==> src/rtl/b64sc_pkg.sv <==
// Shared types, constants and alphabet functions for the Base64 stream codec.
// Used by b64sc_step and base64_stream_codec_core; no dependencies.
package b64sc_pkg;

	localparam int MAX_RESULTS = 4;
	localparam int RES_CNT_W   = $clog2(MAX_RESULTS + 1);
	localparam int CFG_IDX_W   = 1;
	localparam int CFG_DATA_W  = 1;

	// configuration register indexes
	localparam logic [CFG_IDX_W-1:0] CFG_DECODE_MODE  = 1'd0;
	localparam logic [CFG_IDX_W-1:0] CFG_URL_ALPHABET = 1'd1;

	localparam logic [7:0] PAD_CHAR = 8'h3D;

	typedef struct packed {
		logic [7:0] data_byte;
		logic       end_of_input;
	} in_item_t;

	typedef struct packed {
		logic [7:0] out_byte;
		logic       last_of_run;
		logic       stream_done;
		logic       bad_char;
	} out_item_t;

	typedef out_item_t [MAX_RESULTS-1:0] res_vec_t;

	typedef struct packed {
		logic [5:0] residue;
		logic [2:0] count;
		logic       pad_seen;
		logic       residue_bad;
	} strm_state_t;

	function automatic logic [7:0] code_to_char(input logic [5:0] code, input logic url);
		logic [7:0] c;
		c = {2'b00, code};
		if (code < 6'd26)
			return 8'd65 + c;
		else if (code < 6'd52)
			return 8'd71 + c;   // 'a' - 26
		else if (code < 6'd62)
			return c - 8'd4;    // '0' at code 52
		else if (code == 6'd62)
			return url ? 8'h2D : 8'h2B;
		else
			return url ? 8'h5F : 8'h2F;
	endfunction

	// bit 6 set marks a character outside the alphabet
	function automatic logic [6:0] char_to_code(input logic [7:0] ch, input logic url);
		if (ch >= 8'd65 && ch <= 8'd90)
			return 7'(ch - 8'd65);
		else if (ch >= 8'd97 && ch <= 8'd122)
			return 7'(ch - 8'd71);
		else if (ch >= 8'd48 && ch <= 8'd57)
			return 7'(ch + 8'd4);
		else if (url && ch == 8'h2D)
			return 7'd62;
		else if (url && ch == 8'h5F)
			return 7'd63;
		else if (!url && ch == 8'h2B)
			return 7'd62;
		else if (!url && ch == 8'h2F)
			return 7'd63;
		else
			return 7'd64;
	endfunction

endpackage

==> src/rtl/b64sc_step.sv <==
// Per-transaction codec logic: results and next stream state for one input item.
// Depends on b64sc_pkg.
module b64sc_step (
	input  logic                  decode_mode,
	input  logic                  url_alphabet,
	input  b64sc_pkg::strm_state_t st,
	input  b64sc_pkg::in_item_t   item,
	output b64sc_pkg::res_vec_t   res,
	output logic [b64sc_pkg::RES_CNT_W-1:0] n,
	output b64sc_pkg::strm_state_t st_nxt
);
	import b64sc_pkg::*;

	logic [RES_CNT_W-1:0] k;
	logic [RES_CNT_W-1:0] km1;
	logic [7:0]           b;
	logic                 eoi;
	logic [5:0]           rem;
	logic [2:0]           remb;
	logic [6:0]           dcode;
	logic [5:0]           code;
	logic                 cur_bad;
	logic [11:0]          acc12;

	always_comb begin
		res    = '0;
		k      = '0;
		km1    = '0;
		b      = item.data_byte;
		eoi    = item.end_of_input;
		st_nxt = st;
		rem    = '0;
		remb   = '0;
		dcode  = char_to_code(b, url_alphabet);
		code   = dcode[6] ? 6'd0 : dcode[5:0];
		cur_bad = dcode[6];
		acc12  = {st.residue, code};

		if (!decode_mode) begin
			unique case (st.count)
				3'd2: begin
					res[k[1:0]].out_byte = code_to_char({st.residue[1:0], b[7:4]}, url_alphabet);
					k    = k + 1'b1;
					rem  = {2'b00, b[3:0]};
					remb = 3'd4;
				end
				3'd4: begin
					res[k[1:0]].out_byte = code_to_char({st.residue[3:0], b[7:6]}, url_alphabet);
					k    = k + 1'b1;
					res[k[1:0]].out_byte = code_to_char(b[5:0], url_alphabet);
					k    = k + 1'b1;
					rem  = '0;
					remb = 3'd0;
				end
				default: begin
					res[k[1:0]].out_byte = code_to_char(b[7:2], url_alphabet);
					k    = k + 1'b1;
					rem  = {4'b0000, b[1:0]};
					remb = 3'd2;
				end
			endcase
			if (eoi) begin
				// zero-fill the leftover bits, then pad
				if (remb == 3'd2) begin
					res[k[1:0]].out_byte = code_to_char({rem[1:0], 4'b0000}, url_alphabet);
					k = k + 1'b1;
					res[k[1:0]].out_byte = PAD_CHAR;
					k = k + 1'b1;
					res[k[1:0]].out_byte = PAD_CHAR;
					k = k + 1'b1;
				end else if (remb == 3'd4) begin
					res[k[1:0]].out_byte = code_to_char({rem[3:0], 2'b00}, url_alphabet);
					k = k + 1'b1;
					res[k[1:0]].out_byte = PAD_CHAR;
					k = k + 1'b1;
				end
				st_nxt = '0;
			end else begin
				st_nxt.residue = rem;
				st_nxt.count   = remb;
			end
		end else begin
			if (!st.pad_seen) begin
				if (b == PAD_CHAR) begin
					st_nxt.pad_seen = 1'b1;
				end else begin
					unique case (st.count)
						3'd6: begin
							res[k[1:0]].out_byte = acc12[11:4];
							res[k[1:0]].bad_char = st.residue_bad | cur_bad;
							k = k + 1'b1;
							st_nxt.residue = {2'b00, code[3:0]};
							st_nxt.count   = 3'd4;
							st_nxt.residue_bad = cur_bad;
						end
						3'd4: begin
							res[k[1:0]].out_byte = acc12[9:2];
							res[k[1:0]].bad_char = st.residue_bad | cur_bad;
							k = k + 1'b1;
							st_nxt.residue = {4'b0000, code[1:0]};
							st_nxt.count   = 3'd2;
							st_nxt.residue_bad = cur_bad;
						end
						3'd2: begin
							res[k[1:0]].out_byte = acc12[7:0];
							res[k[1:0]].bad_char = st.residue_bad | cur_bad;
							k = k + 1'b1;
							st_nxt.residue = '0;
							st_nxt.count   = 3'd0;
							st_nxt.residue_bad = 1'b0;
						end
						default: begin
							st_nxt.residue = code;
							st_nxt.count   = 3'd6;
							st_nxt.residue_bad = cur_bad;
						end
					endcase
				end
			end
			if (eoi)
				st_nxt = '0;
		end

		// mark the final result of this transaction
		if (k != '0) begin
			km1 = k - 1'b1;
			res[km1[1:0]].last_of_run = 1'b1;
			res[km1[1:0]].stream_done = eoi;
		end
		n = k;
	end

endmodule

==> src/rtl/base64_stream_codec_core.sv <==
// Top level of the Base64 stream codec: configuration, stream state, result buffer.
// Depends on b64sc_pkg and b64sc_step.
//
// Streaming Base64 encoder/decoder. An accepted item produces zero to four result
// transactions, which are loaded into a result buffer in the cycle after acceptance
// and presented one per cycle on the output while out_stall is low. An ordinary
// byte yields one or two results in encode mode and up to four on the final byte;
// in decode mode an item yields at most one. The buffer takes a new item in the
// same cycle its last result leaves, so items with at most one result flow at one
// per cycle while the output is not stalled. The output buffer draining one result
// per cycle sets this rate. Configuration writes clear the stream state and must be
// issued only while no results are pending.
module base64_stream_codec_core (
	input  logic                              clk,
	input  logic                              arst_n,
	input  logic                              cfg_we,
	input  logic [b64sc_pkg::CFG_IDX_W-1:0]   cfg_index,
	input  logic [b64sc_pkg::CFG_DATA_W-1:0]  cfg_wdata,
	input  logic                              in_valid,
	output logic                              in_stall,
	input  b64sc_pkg::in_item_t               in_data,
	output logic                              out_valid,
	input  logic                              out_stall,
	output b64sc_pkg::out_item_t              out_data
);
	import b64sc_pkg::*;

	logic                 decode_mode_q;
	logic                 url_alphabet_q;
	strm_state_t          st_q;
	strm_state_t          st_nxt;
	res_vec_t             res;
	logic [RES_CNT_W-1:0] n;
	res_vec_t             res_s1;
	logic [RES_CNT_W-1:0] cnt_s1;
	logic                 in_take;
	logic                 out_take;

	b64sc_step u_step (
		.decode_mode  (decode_mode_q),
		.url_alphabet (url_alphabet_q),
		.st           (st_q),
		.item         (in_data),
		.res          (res),
		.n            (n),
		.st_nxt       (st_nxt)
	);

	assign out_valid = (cnt_s1 != '0);
	assign out_data  = res_s1[0];
	assign out_take  = out_valid && !out_stall;
	// accept when the buffer is empty or its last result leaves this cycle
	assign in_stall  = !((cnt_s1 == '0) || (cnt_s1 == RES_CNT_W'(1) && !out_stall));
	assign in_take   = in_valid && !in_stall;

	always_ff @(posedge clk or negedge arst_n) begin
		if (!arst_n) begin
			decode_mode_q  <= 1'b0;
			url_alphabet_q <= 1'b0;
			st_q           <= '0;
			cnt_s1         <= '0;
		end else begin
			if (cfg_we) begin
				unique case (cfg_index)
					CFG_DECODE_MODE:  decode_mode_q  <= cfg_wdata[0];
					CFG_URL_ALPHABET: url_alphabet_q <= cfg_wdata[0];
				endcase
				st_q <= '0;
			end else if (in_take) begin
				st_q <= st_nxt;
			end
			if (in_take)
				cnt_s1 <= n;
			else if (out_take)
				cnt_s1 <= cnt_s1 - 1'b1;
		end
	end

	// result buffer payload: load on accept, advance on each output transaction
	always_ff @(posedge clk) begin
		if (in_take)
			res_s1 <= res;
		else if (out_take)
			res_s1 <= res_s1 >> $bits(out_item_t);
	end

endmodule
==> config.mk <==
export PLATFORM = sky130hd
export DESIGN_NAME = base64_stream_codec_core
export DESIGN_NICKNAME = d
export VERILOG_FILES = /design/src/rtl/b64sc_pkg.sv /design/src/rtl/b64sc_step.sv /design/src/rtl/base64_stream_codec_core.sv
export SDC_FILE = /design/constraint.sdc
export NUM_CORES = 1
export LEC_CHECK = 0
export BUFFER_PORTS_ARGS = -buffer_cell sky130_fd_sc_hd__buf_2
export CELL_PAD_IN_SITES_DETAIL_PLACEMENT = 0
export CELL_PAD_IN_SITES_GLOBAL_PLACEMENT = 1
export CORE_MARGIN = 5
export CORE_UTILIZATION = 51
export DETAILED_ROUTE_END_ITERATION = 12
export PLACE_DENSITY = 0.93
export SLEW_MARGIN = 5
export SYNTH_ARGS = -nofsm -noshare
export SYNTH_HDL_FRONTEND = slang
export SYNTH_SLANG_ARGS = --single-unit
==> constraint.sdc <==
create_clock -name clk -period 4.6 [get_ports clk]
set_input_delay 0.46 -clock clk [delete_from_list [all_inputs] [get_ports clk]]
set_output_delay 0.46 -clock clk [all_outputs]
set_load 0.01 [all_outputs]
# Yosys cells after proc, flatten, opt, wreduce, memory -nomap -nowiden
# Index checks and enable logic that the tools add are counted.
# word_totals
output_inout_bits	13
elab_cells	235
register_bits	60
# classes
n_reduce_logical	30
n_mux	103
bitwise	2
order_cmp	32
eq_ne	19
addsub	26
# ops
operator	n
bitwise mux 44 bit	7
two-way mux 8 bit	35
two-way mux 44 bit	6
demux 11 bit (select 2 bit)	5
adder 7 x 6 -> 8 bit (first input constant)	12
two-way mux 11 bit	8
less-than comparator 6 bit (second input constant)	12
two-way mux 7 bit	8
subtractor 6 x 3 -> 7 bit (second input constant)	6
less-than comparator 6 x 5 -> 1 bit (second input constant)	6
two-way mux 3 bit	12
two-way mux 33 bit	1
== test 8 x 6 -> 1 bit (second input constant)	4
one-hot mux 9 bit (3 select lines)	1
== test 6 bit (second input constant)	4
one-hot mux 8 bit (3 select lines)	1
two-way mux 9 bit	2
greater-or-equal comparator 8 x 7 -> 1 bit (second input constant)	2
less-or-equal comparator 8 x 7 -> 1 bit (second input constant)	2
one-hot mux 8 bit (2 select lines)	1
logical AND 1 bit	14
subtractor 7 bit (second input constant)	2
less-than comparator 2 x 3 -> 1 bit (second input constant)	4
two-way mux 6 bit	2
other kinds (28)	55

# Depth between registers and ports, before layout
# Gate-level depths: netlist of the first run.
# logic_depth
ltp_word	21
mapped_depth	13
mapped_depth_nobuf	11

# Hierarchy
# From an unflattened synthesis of the first run, not the netlist that was laid out.
# unflattened
cells_unflattened	824
area_unflattened_um2	6323.6
# modules_own_cells
module	area_per_inst_um2	instances	seq_area_each_um2	cells_per_inst
b64sc_step	3626.0	1	0.0	572
base64_stream_codec_core	2697.6	1	1721.7	252

# Worst setup path before layout of the first run
# OpenSTA, ideal clock, no wires.
# synth_timing
kind	in2reg
from	input in_data[5] in the netlist's numbering
to	register res_s1 (netlist bit out_data[7]), data pin
path_stages	11
arrival_ns	2.775
setup_slack_ns	1.564
required_ns	4.339
path_cell_list	clkbuf_1 > inv_1 > ha_1 > inv_1 > o221ai_2 > and3_1 > buf_6 > nor4_1 > o41ai_4 > a41o_1 > a221o_1
# synth_via
elab_chain_cells	18
# synth_lines
element	line_no	source
start, declared	base64_stream_codec_core.sv:21	input b64sc_pkg::in_item_t in_data,
branches (longest 16 deep; another with subtractor 6 x 3 -> 7 bit)	n/a	
two-way mux 44 bit (*)	b64sc_step.sv:125	if (k != '0) begin
two-way mux 44 bit (*)	base64_stream_codec_core.sv:81	if (in_take)
end signal, assigned	base64_stream_codec_core.sv:82	res_s1 <= res;
end signal, assigned	base64_stream_codec_core.sv:84	res_s1 <= res_s1 >> $bits(out_item_t);
end, declared	base64_stream_codec_core.sv:34	res_vec_t res_s1;
# Mark *: on every way between the ends. The select of a mux whose other input is x is not followed.
# A chain may end at the register's enable or synchronous reset.

# Worst setup path in the final report of the first run
# layout_timing
from	input in_data[3] in the netlist's numbering
to	register res_s1 (netlist bit out_data[4]), data pin
# layout_via
elab_chain_cells	20
# layout_lines
element	line_no	source
one-hot mux 4 bit (2 select lines)	b64sc_step.sv:40	unique case (st.count)
two-way mux 6 bit	b64sc_step.sv:39	if (!decode_mode) begin
less-than comparator 6 bit	b64sc_pkg.sv:44	else if (code < 6'd62)
two-way mux 8 bit	b64sc_pkg.sv:44	
two-way mux 8 bit	b64sc_pkg.sv:42	else if (code < 6'd52)
two-way mux 8 bit	b64sc_pkg.sv:40	if (code < 6'd26)
two-way mux 8 bit	b64sc_step.sv:71	end else if (remb == 3'd4) begin
two-way mux 8 bit	b64sc_step.sv:64	if (remb == 3'd2) begin
(+4 left out)	n/a	
two-way mux 44 bit	b64sc_step.sv:71	
two-way mux 44 bit	b64sc_step.sv:64	
two-way mux 44 bit	b64sc_step.sv:62	if (eoi) begin
two-way mux 8 bit	b64sc_step.sv:39	
bitwise mux 44 bit	b64sc_step.sv:127	res[km1[1:0]].last_of_run = 1'b1;
bitwise mux 44 bit	b64sc_step.sv:128	res[km1[1:0]].stream_done = eoi;
two-way mux 44 bit (*)	b64sc_step.sv:125	
two-way mux 44 bit (*)	base64_stream_codec_core.sv:81	
# Mark *: on every way between the ends. The rest lies on a longest branch, timed or not. The select of a mux whose other input is x is not followed.

==> results of run 1 <==
==> worst max-delay path by stage <==
stage	from	endpoint	slack, ns	cells after the start
5_1_grt	in_data[3]	out_data[4]	0.80	10
3_3_place_gp	in_data[3]	out_data[4]	0.82	10
3_5_place_dp	in_data[3]	out_data[4]	0.76	10
2_1_floorplan	in_data[5]	out_data[7]	1.56	11
6_report	in_data[3]	out_data[4]	0.97	10
4_1_cts	in_data[3]	out_data[4]	1.07	10
==> cell families (layout without fill, tap and decap cells) <==
group           after synthesis  after routing  share of synthesized area [%]
xor+xnor                     18             18                           3.02
mux                           7              7                           1.39
fa+ha+maj                    35             35                           8.39
compound gates              219            219                           29.4
buf+inv                      98             74                           8.48
flops                        45             45                           24.4
simple gates                252            252                           24.9
==> registers in the layout, indices dropped and copies added, names as in the netlist <==
signal / flops
out_data: 11
res_s1: 19
decode_mode_q: 1
st_q: 10
cnt_s1: 3
url_alphabet_q: 1
==> where the power goes <==
part / leakage, µW / internal (µW) / total, µW / switching, µW
Combinational: 0.00150 / 262 / 785 / 522
Clock: 0.0000566 / 155 / 288 / 132
Sequential: 0.000499 / 593 / 668 / 75.5
==> metal layers <==
layer | global-route usage, % | up-vias
met5 | 0 | -
met4 | 6.73 | 0
met3 | 4.86 | 43
met2 | 42.6 | 339
met1 | 40.5 | 2574
li1 | - | 2476
==> cell usage after synthesis, types with 8 or more instances <==
cell       n  area, µm²
nand2_1   75        282
o21ai_0   52        260
a21oi_1   43        215
clkbuf_1  41        154
ha_1      35        438
nand3_1   31        155
nor2_1    31        116
edfxtp_1  30        901
inv_1     30        113
nor3_1    24        120
nand4_1   19        119
dfrtp_1   15        375
xnor2_1   15        131
a211oi_1  13       97.6
nor2b_1   13       81.3
a31oi_1   12       75.1
a21o_1    11       82.6
buf_4     11       82.6
o31ai_1   11       82.6
or3_1     11       68.8
buf_2      9       45.0
and3_1     8       50.1
nor4_1     8       50.1
==> worst max-delay path: cells and delay by family <==
kind | cells | cell delay (ns)
AO/OA/AOI/OAI | 5 | 1.27
adder cells (fa/ha/maj) | 1 | 0.41
buffers and inverters | 2 | 0.60
AND/OR/NAND/NOR | 2 | 0.91
==> metrics by stage <==
stage,hold slack [ns],util (%),cells
2_1_floorplan,0.164,-,674
3_3_place_gp,0.385,52.0,778
3_5_place_dp,0.392,52.0,778
4_1_cts,0.0683,53.1,786
5_1_grt,0.0846,53.1,786
6_report,0.0584,53.1,786
==> cell type report <==
cell class | instances | area (µm²) | area share, %
clock buffers | 8 | 111 | 2.07
inverters | 30 | 113 | 2.09
multi-input cells | 531 | 3510 | 65.3
flip-flops and latches | 45 | 1280 | 23.7
well taps | 136 | 170 | 3.16
repair buffers | 36 | 200 | 3.72
==> flow_summary.toml, run 1 <==
[route]
post-route-drc-count = 0
drtIter0Drc = 670
firstDrtPassIters = 8
wl_met2_um = 7760
dr_total_vias = 5432
ant_nets = 0
routedWlPerCell_um = 22.3
drt-total-wl_um = 17500
wl_met1_um = 7630
dr_wl_met3_um = 1700
highest_layer = "met4"
vias_per_cell = 6.91

[critical_path]
critical_path_class = "primary input to flip-flop"
critPathMaxFanout = 19
worst_ep_arrival_time_ns = 3.68
crit_path_top_delay_cell = "and4_1"
critPathCaptureType = "flip-flop"
cp-start-kind = "primary input"
rr_worst_depth = 8
timing.rr.end = "out_data[8]"
r2r_start = "st_q[6]"
rrSetupSlack_ns = 1.37
required_ns = 4.65
slowest_delay_ns = 0.68
worstPathCellList = "buf_2 -> inv_1 -> ha_1 -> a21o_1 -> o311ai_1 -> and4_1 -> or2b_1 -> o221ai_1 -> a222oi_1 -> o21ai_1"

[sta]
rsz0062_at_grt = "no"
clock.fmax_mhz = 276
worst_slack_ns = 0.974
final_hold_viol_count = 0
period_share_pct = 78.8
final-setup-viol-count = 0
finalMaxSlewViolations = 0
finalSetupTns_ns = 0
maxSlewHeadroom_pct = 27.9
worstMarginPinSlew_ns = 1.08
fin_crit_ns = 3.63
fin_skew_ns = 0.0149

[synthesis]
synth_top_flop_cell = "edfxtp_1"
ys_seq_area_share_pct = 24.4
synth.distinct_cells = 78
synth_nets = 725
syn_inst = 674
syn_avg_cell_area_um2 = 7.75
synth_edf_count = 30
ys_ff_latch = 45
ys_warn_count = 0
async_reset_ff_share_pct = 33.3
syn-cell-area_mm2 = 0.00522

[global_routing]
grt_max_degree = 36
grt_pass1_vias = 5089
antenna_found_initial = 0
grt_pass1_wl_um = 28100
grt_overflow = 0
grt.total_usage_pct = 27.8

[cells_and_area]
syn_to_final_growth_pct = 3.12
layout.nets = 700
final_common_cell = "nand2_1"
antennaDiodeCount = 0
fin_area_mm2 = 0.00538
layout_common_cells = "nand2_1, o21ai_0, a21oi_1, ha_1"
drive_gt1_share_pct = 9.54
nFillCells = 980

[floorplan]
core_mm2 = 0.0101
rows = 37
start_util_pct = 51.5
die_x_um = 111
ioPinCount = 29
die-area_mm2 = 0.0124
die_h_um = 111

[placed_design]
postPlaceCellArea_mm2 = 0.00527
dpl.hpwl_um = 12700
gp_congestion = 0.953
port_buffers = 28
pre_cts_slack_ns = 0.764

[clocking]
cts.repair.resized = 0
hold_buffers = 0
clk_pin_slew_ns = 0.09
cts.path.max_buffers = 2
ctsRootBufferMaster = "clkbuf_8"
cts_tree = "yes"
clk_latency_ns = 0.30
cts.sinks = 45
postCtsSetupBuffers = 0
htree_levels = 2
numCtsBuffers = 5

[flow_run]
maxCapViolations = 0

[power_and_ir_drop]
powerDensity_mw_per_mm2 = 323
p_leak_uw = 0.00206
power_uw = 1740
peakVddDrop_uv = 195

[min_path]
hp-class = "primary input to asynchronous set/reset pin"

[outcome]
status = "complete, no violations"
Power figures use the tool's default switching activity.
==> inputs of run 2 (changes only) <==
- ABC_AREA: not set -> 1
- CORE_UTILIZATION: 51 -> 41
- PLACE_DENSITY: 0.93 -> 0.84
- clock period: 4.6 -> 3.3 ns (I/O delays scaled with it)
==> run 2 against run 1 <==
Flip-flop and latch count unchanged. Sequential share of layout area decreased by 1.5 points. Synthesized area up 2.3%. Power rose by 57%. Critical path depth grew 2.
==> flow_summary.toml, run 2 <==
[outcome]
status = "complete, no violations"

[synthesis]
yosys-top-cells-area = "nand2_1, edfxtp_1, ha_1"
synthTopCellsByCount = "nand2_1, nand3_1, inv_1, o21ai_0, nor2_1"
synthXorXnorAreaFrac_pct = 2.79
synth.most_common_cell = "nand2_1"
synth_top_flop_cell = "edfxtp_1"
ys_ff_latch = 45
ys_warn_count = 0
synth_nets = 883
synth-simple-area-share_pct = 36.1
synth_edf_count = 30
synth-compound-area-share_pct = 18.0
ys_seq_area_share_pct = 23.9
syn_avg_cell_area_um2 = 6.42
synth_top_area_cell = "nand2_1"
async_reset_ff_share_pct = 33.3
synth.distinct_cells = 48
syn_inst = 832
syn-cell-area_mm2 = 0.00534
synth_top_area_share_pct = 17.0
synth-adder-area-share_pct = 8.20
synth_mux_area_share_pct = 0
synth_top_family_by_area = "simple AND/OR/NAND/NOR gates"

[clocking]
postCtsSetupBuffers = 0
htree_levels = 2
cts.sinks = 45
numCtsBuffers = 5
cts.path.max_buffers = 2
clk_latency_ns = 0.29
clk_pin_slew_ns = 0.07
cts_tree = "yes"
ctsRootBufferMaster = "clkbuf_16"

[power_and_ir_drop]
power.internal_uw = 1530
power_frac_clock_pct = 18.3
powerDensity_mw_per_mm2 = 478
p_leak_uw = 0.00261
p_sw_uw = 1210
switching_share_pct = 44.3
p_comb_share_pct = 47.9
seq_power_share_pct = 33.8
peakVddDrop_uv = 255

[min_path]
hp-class = "primary input to flip-flop"

[cells_and_area]
final_cells = 1019
drive_gt1_share_pct = 12.5
top_register = "res_s1"
largest_reg_flops = 19
syn_to_final_growth_pct = 7.43
fin_area_mm2 = 0.00574
layout_common_cells = "nand2_1, nand3_1, inv_1, o21ai_0, nor2_1"
final_common_cell = "nand2_1"
layout.nets = 897
antennaDiodeCount = 0

[global_routing]
grt_pass1_vias = 5217
grt_pass1_wl_um = 28600
grt_max_degree = 37
grt.total_usage_pct = 23.9
antenna_found_initial = 0
grt_overflow = 0

[sta]
maxSlewHeadroom_pct = 61.2
fin_skew_ns = 0.00939
finalSetupTns_ns = 0
worstMarginPinSlew_ns = 0.578
clock.fmax_mhz = 375
finalMaxSlewViolations = 0
final-setup-viol-count = 0
period_share_pct = 80.8
rsz0062_at_grt = "no"
fin_crit_ns = 2.67
final_hold_viol_count = 0

[critical_path]
worst_ep_arrival_time_ns = 2.70
critPathCaptureType = "flip-flop"
required_ns = 3.34
critPathMaxFanout = 6
critical_path_class = "flip-flop to flip-flop"
cp-start-kind = "flip-flop"

[route]
wl_met1_um = 8370
post-route-drc-count = 0
vias_per_cell = 5.60
highest_layer = "met4"
dr_total_vias = 5709
firstDrtPassIters = 6
wl_met2_um = 7910
drtIter0Drc = 695
ant_nets = 0
drt-total-wl_um = 18100
dr_wl_met3_um = 1310
routedWlPerCell_um = 17.7

[placed_design]
postPlaceCellArea_mm2 = 0.00558
dp.cells = 1010
port_buffers = 28
dpl.hpwl_um = 14100
gp_congestion = 1.02

[floorplan]
core_mm2 = 0.0127
ioPinCount = 29
rows = 41
die_x_um = 124
die_h_um = 124
die-area_mm2 = 0.0154
start_util_pct = 42.1

[flow_run]
maxCapViolations = 0
[run 2: stage by stage]
step	hold WS [ns]	util (%)	total power (µW)	setup WS, ns
2_1_floorplan	0.0344	-	1880	0.525
3_3_place_gp	0.253	44.0	2240	0.427
3_5_place_dp	0.260	44.0	2230	0.484
4_1_cts	0.256	45.3	2730	0.684
5_1_grt	0.264	45.3	2920	0.404
6_report	0.255	45.3	2740	0.634
[run 2: repair_timing]
item                                   CTS  global route
gates resized for setup                  0             0
hold buffers                             1             0
endpoints found under the hold margin   15             0
[run 2: worst paths after layout]
| path | start | endpoint | cells after the start | slack, ns |
|---|---|---|---|---|
| setup / recovery | st_q[4] | res_s1[20] | 12 | 0.63 |
| hold / removal | cfg_index | url_alphabet_q | 2 | 0.25 |
| setup reg to reg | st_q[4] | res_s1[20] | 12 | 0.63 |
| hold reg to reg | res_s1[34] | res_s1[23] | 2 | 0.52 |
| max in group asynchronous | arst_n | cnt_s1[1] | 2 | 2.56 |
| min in group asynchronous | arst_n | st_q[5] | 2 | 0.47 |
[run 2: cell families (layout without fill, tap and decap cells)]
group	count (synthesis)	after routing
simple gates	437	437
compound gates	166	166
buf+inv	132	147
flops	45	45
fa+ha+maj	35	35
xor+xnor	17	17
[run 2: power groups by stage]
| stage | Sequential (µW) | Clock, µW | Combinational (µW) |
|---|---|---|---|
| 3_3_place_gp | 935 | 0 | 1300 |
| 3_5_place_dp | 937 | 0 | 1290 |
| 4_1_cts | 926 | 505 | 1300 |
| 6_report | 927 | 501 | 1310 |
| 2_1_floorplan | 899 | 0 | 978 |
| 5_1_grt | 940 | 530 | 1450 |
[run 2: critical path: stages (launching register included)]
cell and delay [ns]:
dfrtp_1 0.44, inv_1 0.17, ha_1 0.22, clkinv_1 0.11, nand2_1 0.10, nand2_1 0.18
ha_1 0.29, nor3_4 0.35, inv_2 0.08, a31oi_1 0.21, o21ai_0 0.11, o211ai_1 0.09
nand2_1 0.06
[run 2: layout make-up]
class,count,area (µm²)
inverter,97,370
clock buffer,5,125
timing repair buffer,42,248
clock inverter,3,20.0
tap,172,215
multi-input combinational,655,3480
fill,1344,6940
sequential,45,1280
[run 2: per-layer routing]
metal | up-vias | global-route usage (%)
met2 | 254 | 36.7
met1 | 2622 | 35.2
met5 | - | 0
li1 | 2792 | -
met4 | 0 | 7.12
met3 | 41 | 2.59
